==> src/fuv_pkg.sv <==
// fuv_pkg: shared types, codes and crc byte functions for the firmware upgrade verifier
// no dependencies

package fuv_pkg;

    localparam int PACKET_BYTES_DEF = 256;
    localparam int SECTOR_BYTES_DEF = 4096;

    localparam logic [2:0] OP_REQUEST  = 3'd0;
    localparam logic [2:0] OP_READY    = 3'd1;
    localparam logic [2:0] OP_DATA     = 3'd2;
    localparam logic [2:0] OP_CHECKSUM = 3'd3;
    localparam logic [2:0] OP_ABORT    = 3'd4;

    typedef enum logic [2:0] {
        ERR_OK        = 3'd0,
        ERR_NOT_READY = 3'd1,
        ERR_RELAY     = 3'd2,
        ERR_WRITE     = 3'd3,
        ERR_PKT_CRC   = 3'd4,
        ERR_FILE_CRC  = 3'd5,
        ERR_MARKER    = 3'd6
    } err_t;

    localparam logic [15:0] CRC16_POLY = 16'h1021;
    localparam logic [31:0] CRC32_POLY = 32'hEDB88320;
    localparam logic [31:0] CRC32_INIT = 32'hFFFFFFFF;

    typedef struct packed {
        logic [2:0]  opcode;
        logic [7:0]  data_byte;
        logic        last_byte;
        logic [15:0] packet_check;
        logic [15:0] packet_number;
        logic [31:0] file_check;
        logic [31:0] file_length;
        logic [7:0]  source_address;
        logic        backup_erased;
        logic        relays_open;
        logic        flash_ok;
        logic        marker_ok;
    } fuv_in_t;

    typedef struct packed {
        logic [1:0]  reply_step;
        logic [7:0]  host_address;
        logic        success;
        logic [2:0]  error_code;
        logic [31:0] running_check;
        logic [31:0] byte_total;
    } fuv_out_t;

    typedef struct packed {
        logic     valid;
        fuv_out_t data;
    } fuv_res_t;

    function automatic logic [15:0] crc16_byte(input logic [15:0] crc, input logic [7:0] b);
        logic [15:0] c;
        c = crc ^ {b, 8'h00};
        for (int k = 0; k < 8; k++) begin
            if (c[15]) begin
                c = {c[14:0], 1'b0} ^ CRC16_POLY;
            end else begin
                c = {c[14:0], 1'b0};
            end
        end
        return c;
    endfunction

    function automatic logic [31:0] crc32_byte(input logic [31:0] crc, input logic [7:0] b);
        logic [31:0] c;
        c = crc ^ {24'h000000, b};
        for (int k = 0; k < 8; k++) begin
            if (c[0]) begin
                c = {1'b0, c[31:1]} ^ CRC32_POLY;
            end else begin
                c = {1'b0, c[31:1]};
            end
        end
        return c;
    endfunction

endpackage

==> src/fuv_in_stage.sv <==
// fuv_in_stage: input word register in front of the session logic
// depends on fuv_pkg

module fuv_in_stage (
    input  logic            aclk,
    input  logic            aresetn,
    input  logic            s_valid,
    output logic            s_ready,
    input  fuv_pkg::fuv_in_t s_data,
    input  logic            take,
    output logic            item_valid,
    output fuv_pkg::fuv_in_t item
);
    import fuv_pkg::*;

    logic    valid_reg;
    logic    valid_next;
    fuv_in_t data_reg;
    logic    load;

    assign s_ready    = !valid_reg || take;
    assign load       = s_valid && s_ready;
    assign valid_next = load ? 1'b1 : (take ? 1'b0 : valid_reg);

    always_ff @(posedge aclk) begin
        if (!aresetn) begin
            valid_reg <= 1'b0;
        end else begin
            valid_reg <= valid_next;
        end
    end

    always_ff @(posedge aclk) begin
        if (load) begin
            data_reg <= s_data;
        end
    end

    assign item_valid = valid_reg;
    assign item       = data_reg;

endmodule

==> src/fuv_core.sv <==
// fuv_core: session state, packet crc-16/crc-32 byte update and step decisions
// depends on fuv_pkg

module fuv_core #(
    parameter int PACKET_BYTES = fuv_pkg::PACKET_BYTES_DEF,
    parameter int SECTOR_BYTES = fuv_pkg::SECTOR_BYTES_DEF
) (
    input  logic             aclk,
    input  logic             aresetn,
    input  logic             cfg_wr_en,
    input  logic [15:0]      cfg_wr_data,
    input  logic             go,
    input  fuv_pkg::fuv_in_t item,
    output fuv_pkg::fuv_res_t res
);
    import fuv_pkg::*;

    localparam int CNT_W = $clog2(PACKET_BYTES + 2);
    localparam logic [CNT_W-1:0] CNT_FULL = CNT_W'(PACKET_BYTES);
    localparam logic [CNT_W-1:0] CNT_OVER = CNT_W'(PACKET_BYTES + 1);
    localparam logic [CNT_W-1:0] CNT_ONE  = CNT_W'(1);
    localparam logic [32:0] SECTOR_EXT = 33'(SECTOR_BYTES);

    logic [15:0]      final_pkt_reg;
    logic [2:0]       prev_step_reg, prev_step_next;
    logic [15:0]      pkt16_reg, pkt16_next;
    logic [31:0]      pkt32_reg, pkt32_next;
    logic [31:0]      commit_reg, commit_next;
    logic [31:0]      total_reg, total_next;
    logic [CNT_W-1:0] count_reg, count_next;

    logic [15:0]      base16, upd16;
    logic [31:0]      base32, upd32;
    logic [CNT_W-1:0] upd_cnt, accepted;
    logic             in_range, pkt_pass, act;
    logic [32:0]      upper;
    err_t             err;

    always_ff @(posedge aclk) begin
        if (!aresetn) begin
            final_pkt_reg <= '0;
        end else if (cfg_wr_en) begin
            final_pkt_reg <= cfg_wr_data;
        end
    end

    // byte datapath
    assign base16   = (count_reg == '0) ? 16'h0000 : pkt16_reg;
    assign base32   = (count_reg == '0) ? commit_reg : pkt32_reg;
    assign in_range = count_reg < CNT_FULL;
    assign upd16    = in_range ? crc16_byte(base16, item.data_byte) : base16;
    assign upd32    = in_range ? crc32_byte(base32, item.data_byte) : base32;
    assign upd_cnt  = in_range ? count_reg + CNT_ONE : CNT_OVER;
    assign accepted = (upd_cnt > CNT_FULL) ? CNT_FULL : upd_cnt;
    assign pkt_pass = (upd_cnt <= CNT_FULL) && (item.packet_check == upd16)
                      && ((upd_cnt == CNT_FULL) || (item.packet_number == final_pkt_reg));
    assign upper    = {1'b0, total_reg} + SECTOR_EXT;

    always_comb begin
        act            = 1'b0;
        res.valid      = 1'b0;
        err            = ERR_OK;
        prev_step_next = prev_step_reg;
        pkt16_next     = pkt16_reg;
        pkt32_next     = pkt32_reg;
        commit_next    = commit_reg;
        total_next     = total_reg;
        count_next     = count_reg;
        if (go && (item.opcode inside {[OP_REQUEST:OP_ABORT]})
            && (item.opcode >= prev_step_reg)) begin
            act            = 1'b1;
            prev_step_next = item.opcode;
        end
        if (act) begin
            case (item.opcode)
                OP_REQUEST: begin
                    commit_next = CRC32_INIT;
                    total_next  = '0;
                    res.valid   = 1'b1;
                end
                OP_READY: begin
                    res.valid = 1'b1;
                    if (!item.backup_erased) begin
                        err = ERR_NOT_READY;
                    end else if (!item.relays_open) begin
                        err = ERR_RELAY;
                    end else begin
                        commit_next = CRC32_INIT;
                        total_next  = '0;
                    end
                end
                OP_DATA: begin
                    pkt16_next = upd16;
                    pkt32_next = upd32;
                    count_next = upd_cnt;
                    if (item.last_byte) begin
                        res.valid  = 1'b1;
                        total_next = total_reg + 32'(accepted);
                        if (pkt_pass) begin
                            commit_next = upd32;
                            if (!item.flash_ok) begin
                                err = ERR_WRITE;
                            end
                        end else begin
                            err = ERR_PKT_CRC;
                        end
                    end
                end
                OP_CHECKSUM: begin
                    res.valid = 1'b1;
                    if (~commit_reg == item.file_check) begin
                        if ((item.file_length > total_reg)
                            && ({1'b0, item.file_length} <= upper)) begin
                            total_next = item.file_length;
                        end
                        if (!item.marker_ok) begin
                            err = ERR_MARKER;
                        end
                    end else begin
                        err = ERR_FILE_CRC;
                    end
                end
                default: begin
                    prev_step_next = OP_REQUEST;
                end
            endcase
            // every step except a data byte that is not the last drops the packet
            if (!((item.opcode == OP_DATA) && !item.last_byte)) begin
                count_next = '0;
                pkt16_next = '0;
                pkt32_next = commit_next;
            end
        end
        res.data.reply_step    = item.opcode[1:0];
        res.data.host_address  = item.source_address;
        res.data.success       = (err == ERR_OK);
        res.data.error_code    = err;
        res.data.running_check = commit_next;
        res.data.byte_total    = total_next;
    end

    always_ff @(posedge aclk) begin
        if (!aresetn) begin
            prev_step_reg <= OP_REQUEST;
            pkt16_reg     <= '0;
            pkt32_reg     <= CRC32_INIT;
            commit_reg    <= CRC32_INIT;
            total_reg     <= '0;
            count_reg     <= '0;
        end else begin
            prev_step_reg <= prev_step_next;
            pkt16_reg     <= pkt16_next;
            pkt32_reg     <= pkt32_next;
            commit_reg    <= commit_next;
            total_reg     <= total_next;
            count_reg     <= count_next;
        end
    end

endmodule

==> src/fuv_out_stage.sv <==
// fuv_out_stage: result word register toward the acknowledge channel
// depends on fuv_pkg

module fuv_out_stage (
    input  logic              aclk,
    input  logic              aresetn,
    input  logic              load,
    input  fuv_pkg::fuv_res_t res,
    output logic              busy,
    output logic              m_valid,
    input  logic              m_ready,
    output fuv_pkg::fuv_out_t m_data
);
    import fuv_pkg::*;

    logic     valid_reg;
    logic     valid_next;
    fuv_out_t data_reg;
    logic     fill;

    assign fill       = load && res.valid;
    assign valid_next = fill ? 1'b1 : ((valid_reg && m_ready) ? 1'b0 : valid_reg);
    assign busy       = valid_reg && !m_ready;

    always_ff @(posedge aclk) begin
        if (!aresetn) begin
            valid_reg <= 1'b0;
        end else begin
            valid_reg <= valid_next;
        end
    end

    always_ff @(posedge aclk) begin
        if (fill) begin
            data_reg <= res.data;
        end
    end

    assign m_valid = valid_reg;
    assign m_data  = data_reg;

endmodule

==> src/firmware_upgrade_verifier_top.sv <==
// firmware_upgrade_verifier_top: upgrade session checker, one word per unstalled cycle
// an accepted word is held in the input register, then its acknowledge is registered
// throughput: one word per unstalled cycle; state update is one pass of crc byte logic
// reset: synchronous active-low aresetn clears session state, crc accumulators,
// totals, the final packet number and the valid flags of both word registers
// depends on fuv_pkg, fuv_in_stage, fuv_core, fuv_out_stage

module firmware_upgrade_verifier_top #(
    parameter int PACKET_BYTES = fuv_pkg::PACKET_BYTES_DEF,
    parameter int SECTOR_BYTES = fuv_pkg::SECTOR_BYTES_DEF
) (
    input  logic              aclk,
    input  logic              aresetn,
    input  logic              cfg_wr_en,
    input  logic [15:0]       cfg_wr_data,
    input  logic              s_valid,
    output logic              s_ready,
    input  fuv_pkg::fuv_in_t  s_data,
    output logic              m_valid,
    input  logic              m_ready,
    output fuv_pkg::fuv_out_t m_data
);
    import fuv_pkg::*;

    logic     item_valid;
    fuv_in_t  item;
    logic     out_busy;
    logic     go;
    fuv_res_t res;

    assign go = item_valid && !out_busy;

    fuv_in_stage u_in (
        .aclk       (aclk),
        .aresetn    (aresetn),
        .s_valid    (s_valid),
        .s_ready    (s_ready),
        .s_data     (s_data),
        .take       (go),
        .item_valid (item_valid),
        .item       (item)
    );

    fuv_core #(
        .PACKET_BYTES (PACKET_BYTES),
        .SECTOR_BYTES (SECTOR_BYTES)
    ) u_core (
        .aclk        (aclk),
        .aresetn     (aresetn),
        .cfg_wr_en   (cfg_wr_en),
        .cfg_wr_data (cfg_wr_data),
        .go          (go),
        .item        (item),
        .res         (res)
    );

    fuv_out_stage u_out (
        .aclk    (aclk),
        .aresetn (aresetn),
        .load    (go),
        .res     (res),
        .busy    (out_busy),
        .m_valid (m_valid),
        .m_ready (m_ready),
        .m_data  (m_data)
    );

    a_reset_idle: assert property (@(posedge aclk) !aresetn |=> !m_valid)
        else $error("result valid after reset");

    a_item_kept: assert property (@(posedge aclk) disable iff (!aresetn)
        item_valid && !go |=> item_valid)
        else $error("stalled word dropped");

    a_ack_code: assert property (@(posedge aclk) disable iff (!aresetn)
        m_valid |-> (m_data.success == (m_data.error_code == ERR_OK)))
        else $error("success flag disagrees with error code");

    a_stall_holds_input: assert property (@(posedge aclk) disable iff (!aresetn)
        m_valid && !m_ready && item_valid |=> item_valid && $stable(item))
        else $error("input register moved while output stalled");

endmodule
==> config.mk <==
export PLATFORM = sky130hd
export DESIGN_NAME = firmware_upgrade_verifier_top
export DESIGN_NICKNAME = d
export VERILOG_FILES = /design/src/fuv_pkg.sv /design/src/fuv_in_stage.sv /design/src/fuv_core.sv /design/src/fuv_out_stage.sv /design/src/firmware_upgrade_verifier_top.sv
export SDC_FILE = /design/constraint.sdc
export NUM_CORES = 1
export LEC_CHECK = 0
export BUFFER_PORTS_ARGS = -buffer_cell sky130_fd_sc_hd__buf_2
export CAP_MARGIN = 30
export CORE_AREA = 2 2 234 236
export CTS_CLUSTER_DIAMETER = 60
export DETAILED_ROUTE_END_ITERATION = 16
export DIE_AREA = 0 0 236 238
export PLACE_DENSITY = 0.55
export SYNTH_ARGS = -nofsm -noshare
export SYNTH_HDL_FRONTEND = slang
export SYNTH_HIERARCHICAL = 1
export SYNTH_SLANG_ARGS = --single-unit
==> constraint.sdc <==
create_clock -name aclk -period 12.3 [get_ports aclk]
set_input_delay 0.615 -clock aclk [delete_from_list [all_inputs] [get_ports aclk]]
set_output_delay 0.615 -clock aclk [all_outputs]
set_load 0.03 [all_outputs]
==> results of run 1 <==
==> cells by family (layout without fill, tap and decap cells) <==
family / count (synthesis) / in the layout / share of synthesized area (%)
adder cells (fa/ha/maj): 68 / 68 / 4.25
AND/OR/NAND/NOR: 604 / 604 / 15.1
other: 0 / 1 / 0
multiplexers: 72 / 72 / 3.64
buffers and inverters: 211 / 405 / 4.34
flip-flops: 340 / 340 / 43.5
AO/OA/AOI/OAI: 579 / 579 / 18.7
XOR/XNOR: 215 / 215 / 10.5
==> cell usage in the layout, fill, tap and decap left out, drive strengths merged, types with 62 or more instances in the layout <==
cell    netlist  routed
nor2        177     177
edfxtp      198     198
a21oi       164     164
dfxtp       142     142
buf          46     257
nand3        67      67
inv          61      65
nand2       124     124
ha           67      67
xnor2       138     138
o21ai       132     132
xor2         62      62
==> layout make-up <==
cell class / instances / area [µm²]
clock buffers: 60 / 1300
fillers: 5204 / 30000
inverters: 62 / 233
clock inverters: 26 / 344
diodes: 1 / 2.50
well taps: 696 / 871
flip-flops and latches: 340 / 8790
repair buffers: 257 / 1440
multi-input cells: 1538 / 10600
==> per-layer routing <==
layer | vias to the layer above | part of all wire (%)
met5 | - | 0
met4 | 0 | 2.8
met3 | 112 | 8.1
met2 | 707 | 45
met1 | 8502 | 44
li1 | 8012 | -
==> metrics by stage <==
step	worst slack [ns]	area (µm²)	power (mW)
after CTS	5.97	23500	3.17
after global placement	6.01	21800	1.71
after global routing	5.56	23500	3.26
after floorplan	7.34	20200	1.58
final	5.90	23500	3.14
after detailed placement	6.00	21800	1.72
==> power groups by stage <==
stage / Clock (mW) / Sequential [mW] / Combinational, mW
2_1_floorplan: 0 / 1.30 / 0.278
3_3_place_gp: 0 / 1.32 / 0.389
3_5_place_dp: 0 / 1.32 / 0.396
4_1_cts: 1.48 / 1.30 / 0.398
5_1_grt: 1.52 / 1.30 / 0.438
6_report: 1.44 / 1.30 / 0.403
==> worst min path at each step <==
stage | from | end | slack (ns) | depth (start not counted)
after floorplan | u_core/prev_step_reg[2] | u_core/prev_step_reg[2] | 0.43 | 2
after global placement | u_in/item[11] | u_out/m_data[75] | 0.40 | 0
after detailed placement | u_in/item[11] | u_out/m_data[75] | 0.41 | 0
after CTS | s_data[28] | u_in/item[28] | 0.17 | 1
after global routing | s_data[28] | u_in/item[28] | 0.17 | 1
final | s_data[65] | u_in/item[65] | 0.20 | 1
==> summary.md, run 1 <==
| Metric | Value |
|---|---|
| Status | `finished clean` |
| GRT Overall Usage | `23.6%` |
| Critical Path Fanout Max | `14` |
| H-Tree Depth | `2` |
| Root Driver | `clkbuf_16` |
| Syn_nets | `between 2000 and 2500` |
| Top delay family on crit path | `simple AND/OR/NAND/NOR gates` |
| Final period util | `52.1%` |
| Most frequent cell after synthesis | `edfxtp_1` |
| Seq/Total Area, Yosys | `43.5%` |
| Core box area | `0.0535 mm²` |
| Average cell area after synthesis | `9.67 µm²` |
| Clk pin slew, worst setup/hold paths | `about 0.060 ns` |
| Worst-Skew Late Latency | `between 0.5 and 0.6 ns` |
| Crit end category | `flip-flop` |
| CTS buffer count | `46` |
| Met2 Use GR | `a little under two fifths` |
| Max stage delay on crit path | `between 0.5 and 0.6 ns` |
| Vias in the first global route | `~17000` |
| Ports | `between 200 and 250` |
| GR peak layer | `met2` |
| Syn. warnings | `6` |
| Setup CP Type | `reg2reg` |
| Routed vias | `~17000` |
| GR Util met1 | `32.2%` |
| Routed len/inst | `22.6 µm` |
| Crit Reg-Reg Startpoint | `u_core/total_reg[12]` |
| Remaining DRCs | `0` |
| Minimum clock period after layout | `6.40 ns` |
| Layout Cells excl Fill | `2980` |
| Unique masters post-synth | `94` |
| VDD IR-drop max | `about 99 µV` |
| Final count of pins violating max slew | `0` |
| CP required | `about 13 ns` |
| Die ar. | `0.0562 mm²` |
| Cell Chain, Critical Path | `inv_1, nor3_1, and3_1, nand3_1, or3_1, nor2_1, xnor2_1, ha_1, nand2_1, nor3_1, nand4_1, or4_1, or2_2, a31oi_1, nor2_1, buf_4, and2_1, buf_4, o21ai_0, o221a_2` |
| Starting Density | `about 38%` |
| Slew headroom | `29.6%` |
| Setup Fix Bufs, Post-CTS | `0` |
| Reg power frac | `roughly 41%` |
| Global-route congestion overflow total | `0` |
| CTS tree | `yes` |
| Pint | `2.31 mW` |
| Antenna violations before repair | `1` |
| RSZ-0062 raised after global routing | `false` |
| Routed WL | `67300 µm` |
| Final setup violating endpoints | `0` |
| Max reg flops | `120` |
| Nets | `between 2000 and 2500` |
| Global Route met3 Usage | `4.84%` |
| Depth of the worst register-to-register path | `20` |
| Worst slew pin tran | `1.06 ns` |
| Crit path launch type | `flip-flop` |
| Detailed-placement wirelength estimate | `around 45000 µm` |
| Number of register bits inferred by synthesis | `340` |
| Ys async rst share | `0%` |
| CP startpoint | `u_core/total_reg[12]` |
| Psw | `831 µW` |
| Max Cap Violations | `0` |
| Die Ht | `around 240 µm` |
| Final hold vios | `0` |
| CP Capture Point | `u_core/total_reg[22]` |
| Reg2reg setup slack | `5.90 ns` |
| CTS Sinks | `340` |
| Deepest clock path buffer count | `3` |
| Inst Count DP | `2891` |
| First-pass GRT wire length | `103000 µm` |
| Area delta synth->final | `16.5%` |
| Port bufs | `220` |
| R2R Path End | `u_core/total_reg[22]` |
| Worst Path Arrival | `6.93 ns` |
| Die width | `236 µm` |
| Synth Instances | `~2100` |
| Drt first pass iters | `5` |
| Final clock skew | `0.0248 ns` |
| Netlist Area Pre-Place | `slightly above 0.02 mm²` |
| Hold WC Path Type | `in2reg` |
| WP depth | `20` |
| Max Clk Rate | `156 MHz` |
| CP max-delay cell | `nor3_1` |
| First DRT Iteration DRCs | `1463` |
| Largest cells by area after synthesis | `edfxtp_1 (29%), dfxtp_1 (14%), xnor2_1 (6.0%), ha_1 (4.2%), a21oi_1 (4.0%)` |
| Fraction of layout cells with a size suffix above 1 | `17.4%` |
| Hold_ws | `between 0.15 and 0.2 ns` |
| Setup TNS | `0 ns` |
| Final core occ | `44.0%` |
| Leak | `8.84 nW` |
| Placer Congestion | `0.899` |
| Sw frac | `26.4%` |
| Pwr Density | `133 mW/mm²` |
| Clock share of power | `45.9%` |
| Biggest area consumer among synthesized cells | `edfxtp_1` |
| WP buf/inv | `3` |
| Top post-synthesis cells by count | `edfxtp_1 (198), nor2_1 (176), a21oi_1 (163)` |
| Drt via density | `5.82` |
| Share of the synthesized area in the top cell type | `29.4%` |
| Largest net degree at the start of global routing | `83` |
| Primary FF master, synth | `edfxtp_1` |
| CTS resizes | `0` |
| Antenna viol nets, final | `0` |
| Combinational share of power | `12.8%` |
| Rows | `between 80 and 90` |
| Hold_buf cts | `0` |
| Post-synth EDFFs | `198` |
No activity file was read; power rests on OpenSTA's default activity.
==> inputs of run 2 (changes only) <==
- clock period: 12.3 -> 6.4 ns (I/O delays scaled with it)
==> summary.md, run 2 (synthesis results as in run 1) <==
| Metric | Value |
|---|---|
| RSZ-0062 raised after global routing | `false` |
| Port bufs | `220 (unchanged)` |
| Depth of the worst register-to-register path | `20 (unchanged)` |
| Routed WL | `68000 µm (+0.97%)` |
| Inst Count DP | `2900 (+0.31%)` |
| Clk pin slew, worst setup/hold paths | `0.06 ns (about the same)` |
| Root Driver | `clkbuf_16` |
| Max Clk Rate | `173 MHz (+10%)` |
| Worst slew pin tran | `1.01 ns (-0.0459 ns)` |
| First-pass GRT wire length | `104000 µm (+1.3%)` |
| Final hold vios | `0 (unchanged)` |
| Final setup violating endpoints | `0 (unchanged)` |
| Die ar. | `0.0562 mm² (unchanged)` |
| Ports | `221 (unchanged)` |
| Die width | `236 µm (unchanged)` |
| GR peak layer | `met2` |
| Slew headroom | `32.7% (+3.1 points)` |
| Most frequent cells in the layout | `buf_2 (220), edfxtp_1 (198), nor2_1 (173)` |
| Fraction of layout cells with a size suffix above 1 | `16.5% (-0.96 points)` |
| Hold path depth | `3 (+2)` |
| Setup TNS | `0 ns (unchanged)` |
| Pwr Density | `242 mW/mm² (+81%)` |
| Placer Congestion | `0.918 (+2.2%)` |
| Leak | `9.39 nW (+6.2%)` |
| Vias in the first global route | `17500 (+2.7%)` |
| Hold_buf cts | `137 (+137)` |
| VDD IR-drop max | `232 µV (+140%)` |
| CTS buffer count | `45 (-2.2%)` |
| CP required | `6.72 ns (-6.11 ns)` |
| Core box area | `0.0535 mm² (unchanged)` |
| CTS resizes | `0 (unchanged)` |
| H-Tree Depth | `2 (unchanged)` |
| Crit end category | `flip-flop` |
| Deepest clock path buffer count | `3 (unchanged)` |
| Status | `finished clean` |
| Remaining DRCs | `0 (unchanged)` |
| Crit path launch type | `flip-flop` |
| Reg2reg setup slack | `0.60 ns (-5.29 ns)` |
| Hold Path Origin | `m_ready` |
| Global-route congestion overflow total | `0 (unchanged)` |
| Hold WC Path Type | `in2reg` |
| Hold_ws | `0.101 ns (-0.0955 ns)` |
| Worst-Skew Late Latency | `0.59 ns (about the same)` |
| GRT Overall Usage | `23.9% (+0.33 points)` |
| Final period util | `90.6% (+39 points)` |
| CP startpoint | `u_core/total_reg[12]` |
| Area delta synth->final | `22.8%` |
| Antenna violations before repair | `0 (-1)` |
| Nets | `2597 (+5.8%)` |
| Detailed-placement wirelength estimate | `45500 µm (+1.3%)` |
| Drt via density | `5.69 (-2.1%)` |
| Final clock skew | `0.0368 ns (+0.0119 ns)` |
| Routed vias | `17800 (+2.4%)` |
| Layout Cells excl Fill | `3118 (+4.6%)` |
| Hold-critical path endpoint | `u_out/m_valid` |
| Die Ht | `238 µm (unchanged)` |
| GR Util met1 | `32.6% (+0.35 points)` |
| Routed len/inst | `21.8 µm (-3.5%)` |
| Setup Fix Bufs, Post-CTS | `0 (unchanged)` |
| Starting Density | `37.8% (unchanged)` |
| First DRT Iteration DRCs | `1634 (+12%)` |
| Minimum clock period after layout | `5.80 ns (-0.607 ns)` |
| CTS tree | `yes` |
| Antenna viol nets, final | `0 (unchanged)` |
| Setup CP Type | `reg2reg` |
| Worst Path Arrival | `6.12 ns (-0.81 ns)` |
| Most common cell after layout, fill and taps aside | `buf_2` |
| Met2 Use GR | `38.8% (+1.9 points)` |
| Final core occ | `46.4% (+2.4 points)` |
| Max Cap Violations | `0 (unchanged)` |
| Rows | `85 (unchanged)` |
| Final count of pins violating max slew | `0 (unchanged)` |
| N_diodes | `0 (-1)` |
| Critical Path Fanout Max | `19 (+5)` |
| R2R Path End | `u_out/m_data[5]` |
| Drt first pass iters | `7 (+2)` |
| Max reg flops | `120 (unchanged)` |
| Global Route met3 Usage | `3.38% (-1.5 points)` |
| Largest net degree at the start of global routing | `69 (-17%)` |
| CTS Sinks | `340 (unchanged)` |
| Crit Reg-Reg Startpoint | `u_core/total_reg[12]` |
[run 2: critical path, stage by stage, from the launching register on]
cell and delay (ns):
dfxtp_1 0.39, inv_1 0.14, nor3_1 0.24, buf_4 0.18
and3_1 0.23, nand3_1 0.18, or3_1 0.50, nor2_1 0.34
xnor2_1 0.11, ha_1 0.30, nand2_1 0.07, nor3_1 0.27
nand4_1 0.17, or4_1 0.52, o221ai_1 0.18, a31oi_1 0.08
nor2_1 0.59, nand2_1 0.18, buf_4 0.27, or3_1 0.38
and3_1 0.17
[run 2: metrics by stage]
stage               power, mW  setup WS (ns)  instance area, µm²
finish                   6.00          0.603               24800
global placement         3.29          0.842               21900
CTS                      6.06          0.668               24800
global route             6.24          0.254               24800
floorplan                3.04           1.44               20200
detailed placement       3.30          0.712               21900
[run 2: final cells by class]
class / count / area [µm²]
fill: 5032 / 28700
multi-input combinational: 1538 / 10600
sequential: 340 / 8790
timing repair buffer: 401 / 2810
clock buffer: 57 / 1210
tap: 696 / 871
clock inverter: 24 / 334
inverter: 62 / 233
[run 2: layer usage]
metal,part of all wire [%],vias to the layer above
met3,7.4,128
li1,-,8284
met5,0,-
met1,44,8604
met4,3.0,0
met2,46,734
[run 2: how the worst max path moves through the flow]
stage                       to  slack, ns
3_5_place_dp   u_out/m_data[5]       0.71
4_1_cts        u_out/m_data[5]       0.67
3_3_place_gp   u_out/m_data[6]       0.84
5_1_grt        u_out/m_data[5]       0.25
2_1_floorplan  u_out/m_data[9]       1.44
6_report       u_out/m_data[5]       0.60
[run 2: where the power goes]
part	leakage, nW	total [mW]	switching (mW)	internal (mW)
Clock	0.752	2.67	1.03	1.63
Sequential	3.01	2.49	0.0838	2.41
Combinational	5.63	0.843	0.478	0.365
Total	9.39	6.00	1.60	4.41
